===== src/sv/krmt_pkg.sv =====
// Package for the keyed running mean table: payload structs and the
// controller/datapath command and status structs. No dependencies.
package krmt_pkg;

    typedef struct packed {
        logic        kind;
        logic        arch;
        logic [31:0] footprint;
        logic [31:0] sample_time;
    } t_in_item;

    typedef struct packed {
        logic        hit;
        logic [31:0] mean_time;
        logic [15:0] samples;
        logic        table_full;
    } t_out_item;

    localparam logic KIND_LOOKUP = 1'b0;
    localparam logic KIND_UPDATE = 1'b1;

    // Datapath commands issued by the controller.
    typedef struct packed {
        logic load;       // capture the accepted item, clear search state
        logic rd;         // read the entry at the scan index
        logic chk;        // compare the registered read data
        logic step;       // advance the scan index
        logic mul;        // form mean*n + m
        logic div_start;  // begin the serial divide
        logic div_step;   // one quotient bit
        logic wr_new;     // write a new entry at the free slot
        logic wr_upd;     // write back the updated mean and count
        logic res_miss;   // build a lookup-miss or full result
        logic res_hit;    // build a lookup-hit result
        logic res_new;    // build a new-entry result
        logic res_upd;    // build an update result
    } t_cmd;

    typedef struct packed {
        logic kind;
        logic found;      // key matched during the scan
        logic free_found; // a free slot was seen
        logic scan_last;  // scan index is at the last entry
        logic div_done;   // divide finished
    } t_sts;

endpackage


===== src/sv/krmt_ctrl.sv =====
// Controller state machine: sequences scan, multiply, divide, write back
// and result handoff. Depends on krmt_pkg.
module krmt_ctrl import krmt_pkg::*; (
    input  logic i_clk,
    input  logic i_rst_n,
    input  logic i_in_valid,
    output logic o_in_ready,
    output logic o_out_valid,
    input  logic i_out_ready,
    input  t_sts i_sts,
    output t_cmd o_cmd
);
    localparam logic [3:0] S_IDLE = 4'd0, S_RD = 4'd1, S_CHK = 4'd2,
                           S_DEC = 4'd3, S_MUL = 4'd4, S_DIVI = 4'd5,
                           S_DIV = 4'd6, S_WB = 4'd7, S_OUT = 4'd8;

    logic [3:0] r_state, n_state;
    logic       r_out_valid, n_out_valid;

    // Input is taken while idle when the result slot is empty or being drained.
    assign o_in_ready  = (r_state == S_IDLE) && (!r_out_valid || i_out_ready);
    assign o_out_valid = r_out_valid;

    always_comb begin
        n_state     = r_state;
        n_out_valid = r_out_valid && !i_out_ready;
        o_cmd       = '0;
        unique case (r_state)
            S_IDLE: begin
                if (i_in_valid && o_in_ready) begin
                    o_cmd.load = 1'b1;
                    n_state    = S_RD;
                end
            end
            S_RD: begin
                o_cmd.rd = 1'b1;
                n_state  = S_CHK;
            end
            S_CHK: begin
                o_cmd.chk = 1'b1;
                if (i_sts.scan_last) begin
                    n_state = S_DEC;
                end else begin
                    o_cmd.step = 1'b1;
                    n_state    = S_RD;
                end
            end
            S_DEC: begin
                if (i_sts.found && i_sts.kind == KIND_UPDATE) begin
                    n_state = S_MUL;
                end else begin
                    if (i_sts.kind == KIND_LOOKUP) begin
                        o_cmd.res_hit  = i_sts.found;
                        o_cmd.res_miss = !i_sts.found;
                    end else if (i_sts.free_found) begin
                        o_cmd.wr_new  = 1'b1;
                        o_cmd.res_new = 1'b1;
                    end else begin
                        o_cmd.res_miss = 1'b1;
                    end
                    n_state = S_OUT;
                end
            end
            S_MUL: begin
                o_cmd.mul = 1'b1;
                n_state   = S_DIVI;
            end
            S_DIVI: begin
                o_cmd.div_start = 1'b1;
                n_state         = S_DIV;
            end
            S_DIV: begin
                if (i_sts.div_done) begin
                    n_state = S_WB;
                end else begin
                    o_cmd.div_step = 1'b1;
                end
            end
            S_WB: begin
                o_cmd.wr_upd  = 1'b1;
                o_cmd.res_upd = 1'b1;
                n_state       = S_OUT;
            end
            S_OUT: begin
                n_out_valid = 1'b1;
                n_state     = S_IDLE;
            end
            default: n_state = S_IDLE;
        endcase
    end

    always_ff @(posedge i_clk) begin
        if (!i_rst_n) begin
            r_state     <= S_IDLE;
            r_out_valid <= 1'b0;
        end else begin
            r_state     <= n_state;
            r_out_valid <= n_out_valid;
        end
    end
endmodule

===== config.mk =====
export PLATFORM = sky130hd
export DESIGN_NAME = krmt_ctrl
export DESIGN_NICKNAME = d
export VERILOG_FILES = /design/src/sv/krmt_pkg.sv /design/src/sv/krmt_ctrl.sv
export SDC_FILE = /design/constraint.sdc
export NUM_CORES = 1
export LEC_CHECK = 0
export ABC_AREA = 1
export ABC_CLOCK_PERIOD_IN_PS = 2970
export BUFFER_PORTS_ARGS = -buffer_cell sky130_fd_sc_hd__buf_2
export CELL_PAD_IN_SITES_DETAIL_PLACEMENT = 0
export CELL_PAD_IN_SITES_GLOBAL_PLACEMENT = 1
export CORE_MARGIN = 2
export CORE_UTILIZATION = 26
export CTS_CLUSTER_SIZE = 12
export DETAILED_ROUTE_END_ITERATION = 8
export GPL_ROUTABILITY_DRIVEN = 0
export GPL_TIMING_DRIVEN = 0
export PLACE_DENSITY_LB_ADDON = 0.2
export SETUP_SLACK_MARGIN = 0.1
export SYNTH_ARGS = -nofsm -noshare
export SYNTH_HDL_FRONTEND = slang
export SYNTH_SLANG_ARGS = --single-unit

===== constraint.sdc =====
create_clock -name i_clk -period 2.97 [get_ports i_clk]
set_input_delay 0.4455 -clock i_clk [delete_from_list [all_inputs] [get_ports i_clk]]
set_output_delay 0.4455 -clock i_clk [all_outputs]
set_load 0.005 [all_outputs]

==> results_tabular.tex <==
\begin{tabular}{lr}
\hline
Metric & Value \\
\hline
\multicolumn{2}{l}{\textbf{Die}} \\
\quad Effective utilization at floorplan & 28.2\% \\
\quad Overall die height & 42.1 um \\
\quad Number of primary I/O pins & 24 \\
\quad Core area & 1330 um\^{}2 \\
\quad Width of the chip & 42.1 um \\
\quad Floorplan row count & 13 \\
\quad Full die area & 1770 um\^{}2 \\
\multicolumn{2}{l}{\textbf{Global routing}} \\
\quad Wire length of the first global-routing pass & 1.45 mm \\
\quad GRT Util Overall & 10.7\% \\
\quad Residual overflow from global routing & 0 \\
\quad GR Util met3 & 2.59\% \\
\quad Layer with the highest usage & met2 \\
\quad Initial antenna violation count & 0 \\
\quad Met1 usage & 12.5\% \\
\quad Fraction of met2 tracks used by global routing & 16.9\% \\
\quad Largest net degree at the start of global routing & 9 \\
\quad Vias in the first global route & 378 \\
\multicolumn{2}{l}{\textbf{Clock network}} \\
\quad CTS Hold Bufs & 0 \\
\quad Register clock-pin slew on the reported worst setup and hold paths & 0.04 ns \\
\quad Clk Tree Root Cell & sky130\_fd\_sc\_hd\_\_clkbuf\_4 \\
\quad Number of buffers created by CTS & 3 \\
\quad Clock tree from TritonCTS & built \\
\quad Number of sinks on the clock net & 5 \\
\quad H-tree levels & 1 \\
\quad Setup repair bufs after CTS & 0 \\
\quad Clock latency reported for the late side of the worst-skew pair & 0.24 ns \\
\quad Maximum root-to-sink buffer count & 2 \\
\quad Resize count post-CTS & 0 \\
\multicolumn{2}{l}{\textbf{Power}} \\
\quad Leakage Power & 0.337 nW \\
\quad Combinational cell fraction of total power & 23.6\% \\
\quad Clk pwr share & 38.8\% \\
\quad Power density over cell area & 374 nW/um\^{}2 \\
\quad Cell Int Power & 0.142 mW \\
\quad Switch share & 29.4\% \\
\quad Flop pwr share & 37.6\% \\
\quad Max VDD drop & 0.224 mV \\
\quad Switching power of the nets & 0.0591 mW \\
\multicolumn{2}{l}{\textbf{Synth}} \\
\quad Syn Nets & 71 \\
\quad Post-synthesis instance total & 62 \\
\quad Cell taking the most area after synthesis & sky130\_fd\_sc\_hd\_\_dfxtp\_1 \\
\quad Syn. warnings & 0 \\
\quad Part of the Yosys area used for sequential elements & 26.6\% \\
\quad \#FFs+latches synth & 5 \\
\quad Largest cells by area after synthesis & sky130\_fd\_sc\_hd\_\_dfxtp\_1 (27\%), sky130\_fd\_sc\_hd\_\_inv\_1 (11\%), sky130\_fd\_sc\_hd\_\_nor2\_1 (11\%) \\
\quad Post-synthesis cell type count & 18 \\
\quad Synth Area per Inst & 6.07 um\^{}2 \\
\quad Area share of the leading cell type in the synthesized netlist & 26.6\% \\
\quad Syn Std Cell Area & 377 um\^{}2 \\
\multicolumn{2}{l}{\textbf{Routing}} \\
\quad DR DRC count & 0 \\
\quad Drt first pass iters & 2 \\
\quad Routed wire length & 824 um \\
\quad Drt via density & 4.28 \\
\quad Iter 0 DRT Violations & 4 \\
\quad Routed Antenna Nets & 0 \\
\quad Routed vias & 445 \\
\quad Routed wirelength normalized by instance count & 7.92 um \\
\multicolumn{2}{l}{\textbf{Timing}} \\
\quad Final hold violation count & 0 \\
\quad Final Setup Violations & 0 \\
\quad Slew at the pin with the worst max-slew slack & 0.240 ns \\
\quad Peak clock frequency supported by timing & 0.560 GHz \\
\quad Slew headroom & 84.0\% \\
\quad Max-slew violation count & 0 \\
\quad Hold slack final & 0.441 ns \\
\quad Setup repair after global routing missed its margin & no \\
\quad Final critical delay including setup and external delays & 1.79 ns \\
\quad Clock tree skew after final layout & 0.00291 ns \\
\quad Setup TNS after final layout & 0 ns \\
\quad Period utilization & 60.2\% \\
\multicolumn{2}{l}{\textbf{Critical path}} \\
\quad Crit path largest cell delay & 0.44 ns \\
\quad Most used cell, CP & sky130\_fd\_sc\_hd\_\_nand2\_2 \\
\quad Cell with the largest stage delay on the worst path & sky130\_fd\_sc\_hd\_\_dfxtp\_1 \\
\quad FF-to-FF path depth & 6 \\
\quad Crit-path max FO & 7 \\
\quad Type of element capturing the critical path & output port \\
\quad Critical path start-end classification & flip-flop to output port \\
\quad Bufs and invs on worst path & 3 \\
\quad Data required time at the worst endpoint & 2.52 ns \\
\quad Element type at the critical path start & flip-flop \\
\quad CP Data Arrival Time & 1.34 ns \\
\quad Stages on the worst setup path & 6 \\
\quad Category of cells accounting for the largest share of critical-path delay & flip-flops \\
\quad Worst path cell trace & nand2\_2 > inv\_2 > nand2\_2 > nor3\_1 > buf\_4 > buf\_2 \\
\multicolumn{2}{l}{\textbf{Finish}} \\
\quad Fraction of final layout cells with drive strength greater than 1 & 43.8\% \\
\quad Post-layout instance count excluding filler cells & 104 \\
\quad Antenna Cells & 0 \\
\quad Layout overhead on the synthesized area & 42.5\% \\
\quad NumNets Final & 99 \\
\multicolumn{2}{l}{\textbf{Placement}} \\
\quad Port buffer count & 23 \\
\quad Total placed cells including tap cells & 100 \\
\quad HPWL after DPL & 701 um \\
\multicolumn{2}{l}{\textbf{Worst hold path}} \\
\quad Hold Path Cell Cnt & 2 \\
\quad Path class of the lowest-slack min-delay path & input port to flip-flop \\
\multicolumn{2}{l}{\textbf{Run}} \\
\quad Max Cap Violations & 0 \\
\multicolumn{2}{l}{\textbf{Outcome}} \\
\quad Status & complete, no violations \\
\hline
\end{tabular}
-- metal layers --
metal | up-vias | routed length (um)
met5 | - | 0
met4 | 0 | 0
met3 | 0 | 45
met2 | 11 | 384
met1 | 189 | 394
li1 | 245 | -
-- cell families after synthesis --
family	Yosys count	synth area share, %
AO/OA/AOI/OAI	5	8.30
buffers and inverters	17	18.9
flip-flops	5	26.6
AND/OR/NAND/NOR	35	46.2
-- cells in the mapped netlist (all sizes together) --
cell type / count
a21oi: 2
buf: 2
dfxtp: 5
inv: 15
nand2: 10
nand3: 3
nand4: 3
nor2: 14
nor3: 3
nor3b: 2
o21a: 1
o21ai: 2
-- cell type report --
| cell class | count | area [um^2] |
|---|---|---|
| plain buffers | 2 | 15.0 |
| inverters | 15 | 56.3 |
| fillers | 166 | 797 |
| flip-flops and latches | 5 | 100 |
| clock buffers | 4 | 26.3 |
| well taps | 15 | 18.8 |
| multi-input cells | 40 | 205 |
| repair buffers | 23 | 115 |
-- registers in the layout, summed over array words and instances (netlist names) --
name         count
o_out_valid      1
r_state          4
-- through the flow --
step	cell area (um^2)	setup WS, ns	total power [mW]	util [%]
6_report	537	1.18	0.201	40.2
2_1_floorplan	377	1.54	0.105	-
3_5_place_dp	510	1.43	0.125	38.3
3_3_place_gp	510	1.43	0.125	38.3
5_1_grt	537	1.01	0.222	40.2
4_1_cts	537	1.16	0.205	40.2
-- path summary, 6_finish.rpt --
| check | startpoint | end | slack [ns] |
|---|---|---|---|
| worst max-delay path | r_state[1] | o_cmd[5] | 1.18 |
| worst min-delay path | i_rst_n | o_out_valid | 0.44 |
| worst max register to register | r_state[1] | r_state[0] | 1.96 |
| worst min register to register | r_state[0] | r_state[2] | 0.60 |
-- cell usage in the layout (no fill, tap or decap), types with 2 or more instances in the layout --
master / instances
sky130_fd_sc_hd__nor3_1: 3
sky130_fd_sc_hd__nand4_1: 3
sky130_fd_sc_hd__nand2_1: 7
sky130_fd_sc_hd__inv_1: 11
sky130_fd_sc_hd__nand2_2: 3
sky130_fd_sc_hd__buf_2: 23
sky130_fd_sc_hd__buf_4: 2
sky130_fd_sc_hd__nor2_1: 11
sky130_fd_sc_hd__nor2_2: 2
sky130_fd_sc_hd__clkbuf_4: 3
sky130_fd_sc_hd__nand3_1: 3
sky130_fd_sc_hd__inv_2: 4
sky130_fd_sc_hd__nor3b_1: 2
sky130_fd_sc_hd__dfxtp_1: 5
-- power groups by stage --
stage	logic (mW)	registers (mW)	clock network (mW)
global route	0.0556	0.0761	0.0899
finish	0.0475	0.0755	0.0780
CTS	0.0482	0.0756	0.0813
detailed placement	0.0480	0.0767	0
global placement	0.0482	0.0767	0
floorplan	0.0288	0.0757	0
Note: power is estimated with default switching activity, not from simulation.
